$ cat config.mk
export PLATFORM = sky130hd
export DESIGN_NAME = llds_step
export DESIGN_NICKNAME = d
export VERILOG_FILES = /design/src/rtl/llds_pkg.sv /design/src/rtl/llds_step.sv
export SDC_FILE = /design/constraint.sdc
export NUM_CORES = 2
export LEC_CHECK = 0
export ABC_AREA = 1
export BUFFER_PORTS_ARGS = -buffer_cell sky130_fd_sc_hd__buf_4
export CAP_MARGIN = 20
export CORE_UTILIZATION = 30
export DETAILED_ROUTE_END_ITERATION = 8
export SLEW_MARGIN = 20
export SYNTH_ARGS = -nofsm -noshare
export SYNTH_HDL_FRONTEND = slang
export SYNTH_SLANG_ARGS = --single-unit
$ cat constraint.sdc
create_clock -name i_clk -period 7.1 [get_ports i_clk]
set_clock_uncertainty 0.1 [all_clocks]
set_input_delay 0.71 -clock i_clk [delete_from_list [all_inputs] [get_ports i_clk]]
set_output_delay 0.71 -clock i_clk [all_outputs]
set_load 0.005 [all_outputs]
$ cat src/rtl/llds_pkg.sv
package llds_pkg;

    // defaults for the top-level parameters
    localparam int APPROX_WIDTH_DEF = 32;
    localparam int OUT_WIDTH_DEF    = 48;

    // fixed field widths
    localparam int TARGET_W   = 17;
    localparam int WEIGHT_W   = 32;
    localparam int CFG_ADDR_W = 2;
    localparam int CFG_DATA_W = 2;

    // register map
    typedef enum logic [CFG_ADDR_W-1:0] {
        REG_EXP_DOMAIN = 2'd0,
        REG_USE_DELTA  = 2'd1,
        REG_USE_WEIGHT = 2'd2,
        REG_DER_ORDER  = 2'd3
    } t_cfg_reg;

    localparam logic [1:0] ORDER_TWO   = 2'd2;
    localparam logic [1:0] ORDER_THREE = 2'd3;

    // internal widths
    localparam int X_W   = 43;  // clamped log argument sum
    localparam int A_W   = 29;  // |x| below the underflow limit
    localparam int E_W   = 46;  // exp-mode product
    localparam int N_W   = 6;   // ln2 multiple count
    localparam int R_W   = 32;  // reduced argument, Q.32
    localparam int S_W   = 33;  // series value, Q.32 up to 1.0
    localparam int DEN_W = 47;
    localparam int NUM_W = 57;
    localparam int Q_W   = 25;
    localparam int P_W   = 25;  // probability, Q.24 up to 1.0

    localparam logic [S_W-1:0] ONE_Q32 = 33'h1_0000_0000;
    localparam logic [P_W-1:0] ONE_Q24 = 25'h100_0000;
    localparam logic [31:0]    LN2_Q32 = 32'd2977044472;
    // floor(2^63 / ln2_q32): n = (a * INV_LN2) >> INV_SHIFT, low by at most one
    localparam logic [63:0]    INV_LN2_FULL = 64'h8000_0000_0000_0000 / 64'd2977044472;
    localparam logic [31:0]    INV_LN2   = INV_LN2_FULL[31:0];
    localparam int             INV_SHIFT = 55;
    // exp(-a) reads as zero from 23.0 up
    localparam logic [X_W-1:0] BIG_LIMIT = 43'd385875968;

    localparam int SERIES_TERMS = 10;

    localparam int FRONT_STAGES = 4;
    localparam int STEP_STAGES  = 3;
    localparam int PROB_STAGES  = Q_W + 2;
    localparam int DER_STAGES   = 4;
    localparam int LATENCY      = FRONT_STAGES + SERIES_TERMS * STEP_STAGES
                                  + PROB_STAGES + DER_STAGES;

    typedef struct packed {
        logic                use_weight;
        logic                use_delta;
        logic                exp_domain;
        logic [1:0]          order;
    } t_cfg;

    typedef struct packed {
        logic [TARGET_W-1:0] target;
        logic [WEIGHT_W-1:0] weight;
        logic                last;
        logic                pos;
        logic                big;
        logic                expm;
        logic [E_W-1:0]      e;
    } t_side;

    typedef struct packed {
        logic [R_W-1:0]      r;
        logic [S_W-1:0]      s;
        logic [N_W-1:0]      n;
        t_side               side;
    } t_ser;

    typedef struct packed {
        logic [P_W-1:0]      p;
        logic [TARGET_W-1:0] target;
        logic [WEIGHT_W-1:0] weight;
        logic                last;
    } t_prob;

endpackage

$ cat src/rtl/llds_step.sv
module llds_step #(
    parameter int K = 1
) (
    input  logic           i_clk,
    input  logic           i_rst_n,
    input  logic           i_valid,
    input  llds_pkg::t_ser i_data,
    output logic           o_valid,
    output llds_pkg::t_ser o_data
);
    import llds_pkg::*;

    // floor(2^32 / K); the estimate below is low by at most one
    localparam logic [32:0] RECIP = 33'(64'h1_0000_0000 / K);

    // s = 1 - round(r * s) / K
    logic        r_v1, r_v2, r_v3;
    t_ser        r_d1, r_d2, r_d3;
    logic [31:0] r_m1, r_m2, r_qe2;

    logic [35:0] rem;
    logic [32:0] q;
    t_ser        n_d3;

    always_comb begin
        rem = 36'(r_m2) - 36'(r_qe2) * 36'(K);
        q   = 33'(r_qe2) + 33'(rem >= 36'(K));
        n_d3 = r_d2;
        n_d3.s = ONE_Q32 - q;
    end

    always_ff @(posedge i_clk) begin
        if (!i_rst_n) begin
            r_v1 <= 1'b0;
            r_v2 <= 1'b0;
            r_v3 <= 1'b0;
        end else begin
            r_v1 <= i_valid;
            r_v2 <= r_v1;
            r_v3 <= r_v2;
        end
        r_d1  <= i_data;
        r_m1  <= 32'((65'(i_data.r) * 65'(i_data.s) + 65'h8000_0000) >> 32);
        r_d2  <= r_d1;
        r_m2  <= r_m1;
        r_qe2 <= 32'((65'(r_m1) * 65'(RECIP)) >> 32);
        r_d3  <= n_d3;
    end

    assign o_valid = r_v3;
    assign o_data  = r_d3;

endmodule

# After elaboration in Yosys (flattened, before gate mapping)

Index checks and enable logic that the tools add are counted.

Flip-flop bits (word level): 511
Memory bits (writable): 0
Memory bits (read-only): 0
Output and inout port bits: 171
Logic and storage cells: 39
Memories: 0
Bits in latches: 0

Mux-type cells: 0
Add/sub/neg operators: 4
Bitwise logic cells: 0
Multipliers: 1
$lt $le $gt $ge: 1
Eq/ne operators: 0
Shift operators: 0
Reductions and logical operators: 0
Div/mod/pow operators: 0

Operators by type and width:

| cell                   | count |
|---|---|
| $add 64x32->64 const B | 1 |
| $mul 32x33->64         | 1 |
| $ge 36x1->1 const B    | 1 |
| $add 32x1->33          | 1 |
| $sub 32x32->33         | 1 |
| $sub 33x33->33 const A | 1 |

# Depth between registers and ports, before layout

Depth in word-level cells: 4
Depth in mapped cells: 33

# Worst setup path after synthesis

No wires, ideal clock.

Path type: input to register
From: in i_data[143] (netlist bit)
To: reg r_m1[19]
Cell stages on the path: 26
Buffers on the path: 2
Arrival time: 6,602 ps
Data required time: 6,888 ps
Setup slack: 285 ps
Path through: clkbuf_1 > clkbuf_1 > nand2_1 > fa_1 > inv_1 > fa_1 > fa_1 > inv_1 > fa_1 > inv_1 > fa_1 > fa_1 > fa_1 > inv_1 > fa_1 > inv_1 > ha_1 > nand2_1 > nor2_1 > inv_1 > nor2_2 > inv_1 > nor4_1 > nand2_1 > nand3_1 > nand2_1

Word-level cells in the longest chain between the ends: 2

Ends and longest elaborated chain:

| element              | RTL line        | text |
|---|---|---|
| from (decl)          | llds_step.sv:7  | `input llds_pkg::t_ser i_data,` |
| $mul 32x33->64       | llds_step.sv:43 | `r_m1 <= 32'((65'(i_data.r) * 65'(i_data.s) + 65'h8000_0000) >> 32);` |
| $add 64x32->64       | llds_step.sv:43 |  |
| to (signal assigned) | llds_step.sv:43 |  |
| to (decl)            | llds_step.sv:19 | `logic [31:0] r_m1, r_m2, r_qe2;` |

Every way passes these cells.
A chain may end at the register's enable or synchronous reset.

# Worst setup path in the final report

From: in i_data[143] (netlist bit)
To: reg r_m1[25]

The elaborated chain is that of the path after synthesis.

==> run_results.csv <==
group,metric,value,unit
setup_path,cp-start-kind,"input port",
sta,timing_hold_violations_final,0,
grt,antenna_found_initial,4,
floorplan,initial_core_util,30.3,%
setup_path,r2r_cells,11,
route,vias_per_cell,4.23,
cts,clockRootBuffer,"clkbuf_16",
outcome,status,"finished, final reports clean",
floorplan,ios,344,
setup_path,critPathBufInv,9,
floorplan,die_x,405,um
yosys,yosys.area_share.simple,13.9,%
cts,htree_levels,2,
route,postRouteAntennaNets,0,
yosys,synth-edff-count,0,
cts,cts.reportedPaths.clkPinSlew,0.06,ns
setup_path,cp_slowest_cell,"fa_1",
yosys,synth-compound-area-share,2.55,%
sta,worst_pin_slew,0.551,ns
sta,maxSlewHeadroom,62.9,%
yosys,synthTopCellsByArea,"fa_1, dfxtp_1, inv_1, nand2_1, ha_1",
placed_design,hpwl,117000,um
placed_design,place_area,55900,sq um
cts,cts_tree,"yes",
yosys,muxShareOfSynthArea,0,%
sta,period_share,94.7,%
finish,layout-drive-gt1-share,11.7,%
yosys,synth_area,48800,sq um
yosys,synth_top_family_by_area,"adder cells",
route,drcViolationCount,0,
yosys,synthArstFlopShare,0,%
setup_path,worst-endpoint-arrival,7.18,ns
grt,grt_use_total,17.2,%
run,drv_cap,0,
setup_path,rr_startpoint,"r_m2[3]$_DFF_P_",
setup_path,cp_slowest_stage_delay,0.55,ns
setup_path,r2r_slack,4.90,ns
floorplan,rows,147,
yosys,synth_warnings,0,
sta,grt_setup_unrepaired,"false",
yosys,ys_seq_area_share,21.0,%
grt,grt_max_degree,27,
grt,gr-total-overflow,0,
cts,clk_latency,0.69,ns
cts,cts_buffer_depth,3,
cts,cts_buffers,56,
floorplan,core,161000,sq um
setup_path,cp_max_fo,26,
finish,area_growth_syn_to_layout,20.5,%
placed_design,place_congestion,0.885,
cts,postCtsSetupRepairBufs,0,
setup_path,cp.required,7.56,ns
sta,fin_hold_ws,0.0688,ns
yosys,synthCells,5849,
cts,clock-sinks,511,
yosys,avgSynthCellArea,8.35,sq um
worst_hold_path,hold_depth,1,
yosys,syn_nets,7262,
yosys,synth.distinct_cells,30,
route,wl_per_cell,15.9,um
route,drtIter0Drc,2113,
grt,grt_pass1_wl,220000,um
yosys,synth_top_area_share,37.9,%
setup_path,critPathKind,"input port to register",
worst_hold_path,hp-start,"i_data[49]",
placed_design,port_buffers,343,
finish,final_cell_area,58800,sq um
setup_path,critPathTopFamily,"adder cells",
setup_path,crit_top_cell,"fa_1",
route,first_pass_iters,7,
worst_hold_path,min_to,"r_d1[49]$_DFF_P_",
worst_hold_path,hold_path.class,"input port to register",
yosys,yosysTopAreaCell,"fa_1",
route,num_vias,36600,
yosys,ys.flop_type,"dfxtp_1",
yosys,synth_xor_area_share,0.610,%
yosys,ys_seq_elements,511,
sta,setup_viol,0,
finish,nets,7852,
grt,grt_pass1_vias,40100,
setup_path,reg2reg_to,"o_data[137]$_DFF_P_",
sta,max_freq,149,MHz
sta,min_period,6.72,ns
yosys,synth_adder_area_share,46.0,%
yosys,synth_most_common_cell,"inv_1",
floorplan,dieArea,164000,sq um
sta,maxSlewViolCount,0,
yosys,synth_common_cells,"inv_1, nand2_1, fa_1, dfxtp_1, ha_1",
floorplan,die_h,405,um
setup_path,end_kind,"register",
route,totalWireLength,137000,um
## worst max path at each step
stage           startpoint                to  slack, ns  depth (start not counted)
2_1_floorplan  i_data[143]  r_m1[19]$_DFF_P_       0.29                         26
3_3_place_gp   i_data[143]  r_m1[25]$_DFF_P_      -0.57                         26
3_5_place_dp   i_data[143]  r_m1[25]$_DFF_P_      -0.55                         26
4_1_cts        i_data[143]  r_m1[25]$_DFF_P_       0.18                         27
5_1_grt        i_data[143]  r_m1[25]$_DFF_P_       0.04                         27
6_report       i_data[143]  r_m1[25]$_DFF_P_       0.38                         26
## cell type report
cell class	count	area [sq um]
Fill cell	16400	102000
Sequential cell	511	10200
Tap cell	2160	2700
Clock buffer	73	1580
Clock inverter	30	355
Multi-Input combinational cell	3258	30800
Timing Repair Buffer	759	6240
Inverter	1853	6960
Antenna cell	1	2.50
## stage by stage
stage / std cells / worst slack [ns] / TNS, ns / util (%)
2_1_floorplan: 5849 / 0.285 / 0 / -
6_report: 8645 / 0.377 / 0 / 36.5
3_5_place_dp: 8438 / -0.552 / -6.82 / 34.7
5_1_grt: 8644 / 0.0422 / 0 / 36.5
3_3_place_gp: 8438 / -0.570 / -6.75 / 34.7
4_1_cts: 8644 / 0.179 / 0 / 36.5
## sequential cells by signal, indices dropped and copies added (netlist names)
name / flops
r_d1: 137
o_valid: 1
n_d3: 137
r_m1: 32
o_data: 170
r_v1: 1
r_m2: 32
r_v2: 1
## layer usage
metal / up-vias / share of wire [%] / global-route usage [%]
met3: 230 / 6.1 / 2.97
li1: 17400 / - / -
met1: 17900 / 41 / 20.6
met2: 1066 / 50 / 31.2
met4: 6 / 3.1 / 5.22
met5: - / 0.023 / 0
## timing repair
action / 4_1_cts / 5_1_grt
setup endpoints to repair: 0 / 2
resized for setup: 0 / 3
endpoints found under the hold margin: 103 / 0
hold buffers: 103 / 0
## cells by family after synthesis
kind of cell | after synthesis
simple gates | 1758
flops | 511
buf+inv | 2080
fa+ha+maj | 1240
compound gates | 226
xor+xnor | 34
## placed cells by master (no fill, tap or decap), types with 12 or more instances in the layout
cell / instances
ha_1: 315
buf_12: 22
nand3_1: 67
o21ai_0: 59
nand4_1: 18
a21oi_1: 112
nor3_1: 12
buf_4: 632
inv_1: 1853
dlygate4sd3_1: 103
clkbuf_16: 56
nand2_1: 1462
fa_1: 925
xor2_1: 27
o21bai_1: 16
nor2_1: 185
dfxtp_1: 511
Power is not shown: default switching activity piles up to over one toggle a cycle in this logic, so the estimate is an artifact.
