==> src/rtl/llds_pkg.sv <==
package llds_pkg;

    // defaults for the top-level parameters
    localparam int APPROX_WIDTH_DEF = 32;
    localparam int OUT_WIDTH_DEF    = 48;

    // fixed field widths
    localparam int TARGET_W   = 17;
    localparam int WEIGHT_W   = 32;
    localparam int CFG_ADDR_W = 2;
    localparam int CFG_DATA_W = 2;

    // register map
    typedef enum logic [CFG_ADDR_W-1:0] {
        REG_EXP_DOMAIN = 2'd0,
        REG_USE_DELTA  = 2'd1,
        REG_USE_WEIGHT = 2'd2,
        REG_DER_ORDER  = 2'd3
    } t_cfg_reg;

    localparam logic [1:0] ORDER_TWO   = 2'd2;
    localparam logic [1:0] ORDER_THREE = 2'd3;

    // internal widths
    localparam int X_W   = 43;  // clamped log argument sum
    localparam int A_W   = 29;  // |x| below the underflow limit
    localparam int E_W   = 46;  // exp-mode product
    localparam int N_W   = 6;   // ln2 multiple count
    localparam int R_W   = 32;  // reduced argument, Q.32
    localparam int S_W   = 33;  // series value, Q.32 up to 1.0
    localparam int DEN_W = 47;
    localparam int NUM_W = 57;
    localparam int Q_W   = 25;
    localparam int P_W   = 25;  // probability, Q.24 up to 1.0

    localparam logic [S_W-1:0] ONE_Q32 = 33'h1_0000_0000;
    localparam logic [P_W-1:0] ONE_Q24 = 25'h100_0000;
    localparam logic [31:0]    LN2_Q32 = 32'd2977044472;
    // floor(2^63 / ln2_q32): n = (a * INV_LN2) >> INV_SHIFT, low by at most one
    localparam logic [63:0]    INV_LN2_FULL = 64'h8000_0000_0000_0000 / 64'd2977044472;
    localparam logic [31:0]    INV_LN2   = INV_LN2_FULL[31:0];
    localparam int             INV_SHIFT = 55;
    // exp(-a) reads as zero from 23.0 up
    localparam logic [X_W-1:0] BIG_LIMIT = 43'd385875968;

    localparam int SERIES_TERMS = 10;

    localparam int FRONT_STAGES = 4;
    localparam int STEP_STAGES  = 3;
    localparam int PROB_STAGES  = Q_W + 2;
    localparam int DER_STAGES   = 4;
    localparam int LATENCY      = FRONT_STAGES + SERIES_TERMS * STEP_STAGES
                                  + PROB_STAGES + DER_STAGES;

    typedef struct packed {
        logic                use_weight;
        logic                use_delta;
        logic                exp_domain;
        logic [1:0]          order;
    } t_cfg;

    typedef struct packed {
        logic [TARGET_W-1:0] target;
        logic [WEIGHT_W-1:0] weight;
        logic                last;
        logic                pos;
        logic                big;
        logic                expm;
        logic [E_W-1:0]      e;
    } t_side;

    typedef struct packed {
        logic [R_W-1:0]      r;
        logic [S_W-1:0]      s;
        logic [N_W-1:0]      n;
        t_side               side;
    } t_ser;

    typedef struct packed {
        logic [P_W-1:0]      p;
        logic [TARGET_W-1:0] target;
        logic [WEIGHT_W-1:0] weight;
        logic                last;
    } t_prob;

endpackage

==> src/rtl/llds_front.sv <==
module llds_front #(
    parameter int APPROX_WIDTH = llds_pkg::APPROX_WIDTH_DEF
) (
    input  logic                              i_clk,
    input  logic                              i_rst_n,
    input  llds_pkg::t_cfg                    i_cfg,
    input  logic                              i_valid,
    input  logic signed [APPROX_WIDTH-1:0]    i_approx,
    input  logic signed [APPROX_WIDTH-1:0]    i_approx_delta,
    input  logic [llds_pkg::TARGET_W-1:0]     i_target,
    input  logic [llds_pkg::WEIGHT_W-1:0]     i_weight,
    input  logic                              i_last,
    output logic                              o_valid,
    output llds_pkg::t_ser                    o_data
);
    import llds_pkg::*;

    localparam int CW = (APPROX_WIDTH > 42) ? APPROX_WIDTH : 42;
    localparam logic signed [CW-1:0] LIM_P = CW'(42'sh0100_0000_0000);
    localparam logic signed [CW-1:0] LIM_N = -LIM_P;
    localparam logic signed [CW-1:0] EMAX  = CW'(32'sh7FFF_FFFF);

    // stage 1: clamps and log-domain sum
    logic                  r_v1;
    logic signed [X_W-1:0] r_x1;
    logic [30:0]           r_ea1, r_ed1;
    t_side                 r_side1;

    logic signed [CW-1:0]  ax, dx;
    logic signed [41:0]    ac, dc;
    logic signed [X_W-1:0] n_x1;
    logic [30:0]           n_ea1, n_ed1;
    t_side                 n_side1;

    always_comb begin
        ax = CW'(i_approx);
        dx = CW'(i_approx_delta);
        ac = 42'((ax < LIM_N) ? LIM_N : ((ax > LIM_P) ? LIM_P : ax));
        dc = 42'((dx < LIM_N) ? LIM_N : ((dx > LIM_P) ? LIM_P : dx));
        n_x1 = X_W'(ac) + (i_cfg.use_delta ? X_W'(dc) : '0);
        n_ea1 = (ax < 0) ? '0 : ((ax > EMAX) ? 31'h7FFF_FFFF : 31'(ax));
        n_ed1 = (dx < 0) ? '0 : ((dx > EMAX) ? 31'h7FFF_FFFF : 31'(dx));
        n_side1 = '0;
        n_side1.target = i_target;
        n_side1.weight = i_weight;
        n_side1.last   = i_last;
    end

    always_ff @(posedge i_clk) begin
        if (!i_rst_n) begin
            r_v1 <= 1'b0;
        end else begin
            r_v1 <= i_valid;
        end
        r_x1    <= n_x1;
        r_ea1   <= n_ea1;
        r_ed1   <= n_ed1;
        r_side1 <= n_side1;
    end

    // stage 2: magnitude, underflow flag, exp-mode product
    logic           r_v2;
    logic [A_W-1:0] r_a2;
    t_side          r_side2;

    logic [X_W-1:0] a_full;
    t_side          n_side2;

    always_comb begin
        a_full = (r_x1 < 0) ? X_W'(-r_x1) : X_W'(r_x1);
        n_side2 = r_side1;
        n_side2.pos  = (r_x1 >= 0);
        n_side2.big  = (a_full >= BIG_LIMIT);
        n_side2.expm = i_cfg.exp_domain;
        n_side2.e    = i_cfg.use_delta ? E_W'((62'(r_ea1) * 62'(r_ed1)) >> 16)
                                       : E_W'(r_ea1);
    end

    always_ff @(posedge i_clk) begin
        if (!i_rst_n) begin
            r_v2 <= 1'b0;
        end else begin
            r_v2 <= r_v1;
        end
        r_a2    <= A_W'(a_full);
        r_side2 <= n_side2;
    end

    // stage 3: estimate of a / ln2
    logic           r_v3;
    logic [A_W-1:0] r_a3;
    logic [N_W-1:0] r_n3;
    t_side          r_side3;

    always_ff @(posedge i_clk) begin
        if (!i_rst_n) begin
            r_v3 <= 1'b0;
        end else begin
            r_v3 <= r_v2;
        end
        r_a3    <= r_a2;
        r_n3    <= N_W'((61'(r_a2) * 61'(INV_LN2)) >> INV_SHIFT);
        r_side3 <= r_side2;
    end

    // stage 4: remainder with one correction
    logic  r_v4;
    t_ser  r_d4;

    logic [36:0] rem0;
    logic        fix;
    t_ser        n_d4;

    always_comb begin
        rem0 = {r_a3, 8'h00} - 37'(r_n3) * 37'(LN2_Q32);
        fix  = (rem0 >= 37'(LN2_Q32));
        n_d4.r    = fix ? R_W'(rem0 - 37'(LN2_Q32)) : R_W'(rem0);
        n_d4.n    = r_n3 + N_W'(fix);
        n_d4.s    = ONE_Q32;
        n_d4.side = r_side3;
    end

    always_ff @(posedge i_clk) begin
        if (!i_rst_n) begin
            r_v4 <= 1'b0;
        end else begin
            r_v4 <= r_v3;
        end
        r_d4 <= n_d4;
    end

    assign o_valid = r_v4;
    assign o_data  = r_d4;

endmodule

==> config.mk <==
export PLATFORM = sky130hd
export DESIGN_NAME = llds_front
export DESIGN_NICKNAME = d
export VERILOG_FILES = /design/src/rtl/llds_pkg.sv /design/src/rtl/llds_front.sv
export SDC_FILE = /design/constraint.sdc
export NUM_CORES = 2
export LEC_CHECK = 0
export BUFFER_PORTS_ARGS = -buffer_cell sky130_fd_sc_hd__buf_2
export CAP_MARGIN = 20
export CORE_ASPECT_RATIO = 1.1
export CORE_MARGIN = 1
export CORE_UTILIZATION = 65
export DETAILED_ROUTE_END_ITERATION = 16
export MAX_ROUTING_LAYER = met4
export PLACE_DENSITY = 0.8
export SLEW_MARGIN = 25
export SYNTH_ARGS = -nofsm -noshare
export SYNTH_HDL_FRONTEND = slang
export SYNTH_SLANG_ARGS = --single-unit
==> constraint.sdc <==
create_clock -name i_clk -period 23.5 [get_ports i_clk]
set_input_delay 4.7 -clock i_clk [delete_from_list [all_inputs] [get_ports i_clk]]
set_output_delay 4.7 -clock i_clk [all_outputs]
set_load 0.01 [all_outputs]
## Yosys cells after proc, flatten, opt, wreduce, memory -nomap -nowiden

Index checks and enable logic that the tools add are counted.

- Logic and storage cells: 67
- Input bits: 122
- Register bits after elaboration: 558
- Output and inout bits: 171

- $add $sub $neg: 5
- $mul: 3
- Order comparisons: 12
- Mux-type cells: 10

Operator list:

| operator | count |
|---|---|
| 2-to-1 mux 42 bit | 4 |
| 2-to-1 mux 31 bit | 3 |
| 2-to-1 mux 43 bit | 2 |
| greater-than comparator 32 x 42 -> 1 bit (second input constant) | 2 |
| < comparator 32 x 41 -> 1 bit (second input constant) | 2 |
| greater-than comparator 32 bit (second input constant) | 2 |
| < comparator 32 x 1 -> 1 bit (second input constant) | 2 |
| multiplier 31 x 31 -> 62 bit | 1 |
| multiplier 29 x 32 -> 61 bit (second input constant) | 1 |
| adder 43 bit | 1 |
| greater-or-equal comparator 43 x 1 -> 1 bit (second input constant) | 1 |
| greater-or-equal comparator 43 x 29 -> 1 bit (second input constant) | 1 |
| < comparator 43 x 1 -> 1 bit (second input constant) | 1 |
| negator 43 bit | 1 |
| greater-or-equal comparator 37 x 32 -> 1 bit (second input constant) | 1 |
| subtractor 37 bit | 1 |
| multiplier 6 x 29 -> 34 bit (second input constant) | 1 |
| 2-to-1 mux 32 bit | 1 |
| subtractor 32 bit (second input constant) | 1 |
| adder 6 x 1 -> 6 bit | 1 |

## Longest topological paths before layout

- Word-level depth: 5
- Mapped depth: 36
- Gate-level depth less buffers: 33

## Worst setup path after synthesis

No wires, ideal clock.

- Path type: register -> register
- From: register r_ea1[14]
- To: register r_side2[30] (netlist name)
- Cell stages (with the launch flop): 28
- Buffers on the path: 1
- Arrival: 7.688 ns
- Slack: 15.691 ns
- Required time: 23.379 ns
- Clock period less this slack: 7.809 ns
- Path through: dfxtp_1 clkbuf_1 nand2_1 fa_1 inv_1 fa_1 fa_1 fa_1 inv_1 fa_1 inv_1 fa_1 fa_1 inv_1 fa_1 inv_1 ha_1 a21o_1 a311oi_1 o221ai_1 or3b_2 o21ai_0 a21oi_1 o21ai_0 a211oi_1 a2111oi_0 xnor2_1 mux2_2

RTL lines:

| item | RTL line | RTL |
|---|---|---|
| from (decl) | llds_front.sv:26 | `logic [30:0] r_ea1, r_ed1;` |
| from (signal assigned) | llds_front.sv:56 | `r_ea1 <= n_ea1;` |
| to (signal assigned) | llds_front.sv:86 | `r_side2 <= n_side2;` |
| to (decl) | llds_front.sv:64 | `t_side r_side2;` |

## Worst setup path after layout

- From: register r_ea1[12]
- To: register r_side2[44] (netlist name)

- Cells in the longest elaborated chain, start to end: 1

RTL lines:

| item | RTL line | RTL |
|---|---|---|
| multiplier 31 x 31 -> 62 bit | llds_front.sv:75 | `n_side2.e = i_cfg.use_delta ? E_W'((62'(r_ea1) * 62'(r_ed1)) >> 16)` |

No other way between the ends.
A chain may end at the register's enable or synchronous reset.

==> results.md <==
* Status: complete, no violations
* WL per Instance at 19.4 um
* Post-CTS Setup Bufs at 0
* Worst setup SP type: flip-flop
* Cells after Synth at 6514
* TritonCTS Sinks at 554
* # port buffers at 253
* Hold_buf cts at 0
* Root buf cell: clkbuf_16
* Count leader, synth: inv_1
* Max Fanout on Critical Path at 20
* Final setup vio count at 0
* Via/cell ratio at 5.56
* FP Rows at 120
* Count of cell types in the netlist at 82
* WP data arrival at 10.73 ns
* Total GRT Usage at 33.7%
* Core Box Area at 0.0973 sq mm
* Syn avg cell area at 9.80 sq um
* DIE WIDTH at 301 um
* Synth Register Bits at 554
* Clock buffer depth at 3
* Synth cell count leaders: inv_1 (1499), fa_1 (1196), nand2_1 (871)
* Dominant cells by area after synthesis: fa_1 (37%), dfxtp_1 (17%), ha_1 (15%), inv_1 (8.8%), nand2_1 (5.1%)
* FILL cells at 7104
* Most used flip-flop cell after synthesis: dfxtp_1
* DRT Wirelength at 155000 um
* CP Data Required Time at 24.09 ns
* Largest net degree at the start of global routing at 86
* Detail Placement HPWL at 120000 um
* # nets final at 8736
* Synth area leader: fa_1
* Critical path capture point type: flip-flop
* Synth top area share at 37.5%
* Skew-Pair Late Insertion Delay at 0.67 ns
* Max-cap violations at 0
* Fin. Hold Viols at 0
* Worst Skew at 0.0193 ns
* Register area at 0.0111 sq mm
* Layout cells sized above 1 at 7.10%
* Critical path type: reg2reg
* Slew at the pin closest to its max-slew limit at 1.15 ns
* Drt pass-1 iters at 6
* Multi-input gate area at 0.0461 sq mm
* Hold Path Depth at 0
* Sequential-to-total area share from yosys stat at 17.4%
* Global-route wire length before repair at 252000 um
* F_max at 0.0986 GHz
* Post-synth EDFFs at 0
* Rel. slew slack at 22.2%
* Placer Congestion at 0.954
* Min Tclk post-route at 10.14 ns
* Inserted Clock Buffers at 55
* Synth warn at 0
* CTS resizes at 0
* Total gr overflow at 0
* Area of the mapped netlist at 0.0639 sq mm
* CTS tree: done
* Post-route DRC at 0
* H-tree levels at 2
* Post-DRT Antenna Nets at 0
* Die area at 0.0995 sq mm
* Via count at 44376
* Vias in the first global route at 48249
* Die Span Y at 331 um
* Initial antenna violation count at 11
* Area grow syn2layout at 6.67%
* # IOs at 293
* Reg clk slew, reported paths at 0.07 ns
* DR iter-0 viols at 2751
* Hold Path Class: reg2reg
* Final Cycle Share at 43.1%
* Slew Limit Fails at 0
* Unrepaired setup endpoints after global routing: no
* Starting Density at 65.6%
* Ys async rst share at 0%
* Setup TNS at 0 ns
* Worst Reg-to-Reg Cells at 27
final cells by class:
cell class	instances	area share (%)
clock buffer	72	2.25
clock inverter	26	0.549
inverter	1499	8.26
sequential	554	16.3
antenna	10	0.0367
timing repair buffer	315	2.55
multi-input combinational	4228	67.7
tap	1281	2.35
state kept, by name, indices dropped and copies added, names as in the netlist, 6 cells and up:
signal,count
r_ea1,31
r_a2,29
r_ed1,31
n_side2,50
r_n3,6
r_side2,99
r_a3,29
r_x1,43
o_data,133
n_d4,99
routing by layer:
layer	part of all wire [%]	GRT usage, %	vias to the layer above
met5	0	-	-
met4	6.2	17.9	0
met3	8.6	6.34	565
met2	49	56.0	1944
met1	36	38.8	21966
li1	-	-	19901
through the flow:
step / setup WS [ns] / cells / utilization (%) / area, sq um / hold WS (ns)
2_1_floorplan: 15.69 / 6548 / - / 64000 / 0.310
3_3_place_gp: 13.76 / 7877 / 68.0 / 66200 / 0.310
3_5_place_dp: 13.63 / 7877 / 68.0 / 66200 / 0.312
4_1_cts: 13.58 / 7975 / 70.0 / 68100 / 0.320
5_1_grt: 13.02 / 7983 / 70.0 / 68100 / 0.328
6_report: 13.36 / 7985 / 70.0 / 68100 / 0.319
critical path, stage by stage, from the launching register on:
cell and delay, ns:
dfxtp_1 0.70, buf_4 0.45, nand2_1 0.13, fa_1 0.54
inv_1 0.05, fa_1 0.48, fa_1 0.55, inv_1 0.05
fa_1 0.49, fa_1 0.54, inv_1 0.06, fa_1 0.45
fa_1 0.49, inv_1 0.05, fa_1 0.48, inv_1 0.04
ha_1 0.33, and3_1 0.21, and3_1 0.26, o2111ai_1 0.12
o21ai_0 0.91, o21ai_0 0.65, a21oi_1 0.52, nor2_1 0.14
o31ai_1 0.49, a21oi_1 0.25, o31ai_1 0.38, mux2i_1 0.22
path summary, 6_finish.rpt:
path                            slack, ns            startpoint                      to
worst max-delay path                13.36  r_ea1[12]$_SDFF_PP0_  r_side2[44]$_SDFF_PN0_
worst min-delay path                 0.32      n_d4[55]$_DFF_P_      o_data[55]$_DFF_P_
worst max register to register      13.36  r_ea1[12]$_SDFF_PP0_  r_side2[44]$_SDFF_PN0_
worst min register to register       0.32      n_d4[55]$_DFF_P_      o_data[55]$_DFF_P_
cells in the final DEF, fill, tap and decap left out, types with 9 or more instances in the layout:
cell type / synthesis / layout
a21boi_0: 9 / 9
dfxtp_1: 554 / 541
mux2_2: 32 / 32
conb_1: 2 / 36
xor2_1: 58 / 58
and3_1: 29 / 29
a211oi_1: 17 / 17
o31ai_1: 22 / 22
nor2b_1: 81 / 81
o211ai_1: 18 / 18
a21oi_1: 128 / 128
ha_1: 765 / 765
xnor2_1: 134 / 134
clkbuf_8: 0 / 9
nor2_1: 84 / 84
nand2b_1: 23 / 23
buf_4: 39 / 63
fa_1: 1196 / 1196
a21o_1: 87 / 87
clkbuf_16: 0 / 55
a31oi_1: 18 / 18
and2_1: 251 / 251
or3_1: 12 / 12
nand3_1: 30 / 30
o21a_1: 17 / 17
inv_1: 1499 / 1499
nand4_1: 26 / 26
o21ai_0: 88 / 88
diode_2: 0 / 10
buf_2: 6 / 252
nand2_1: 871 / 871
nor3_1: 35 / 35
dfxtp_2: 0 / 13
o21bai_1: 24 / 24
logic make-up after synthesis:
logic type / after synthesis / share of synthesized area (%)
buf+inv: 1766 / 10.6
simple gates: 1499 / 11.0
mux: 40 / 0.690
fa+ha+maj: 1962 / 52.5
xor+xnor: 193 / 2.67
compound gates: 498 / 5.14
other cells: 2 / 0.0118
flops: 554 / 17.4
Power is left out: the tool's default activity adds up to more than one toggle a clock period on the data nets, which glitch-free logic cannot reach.
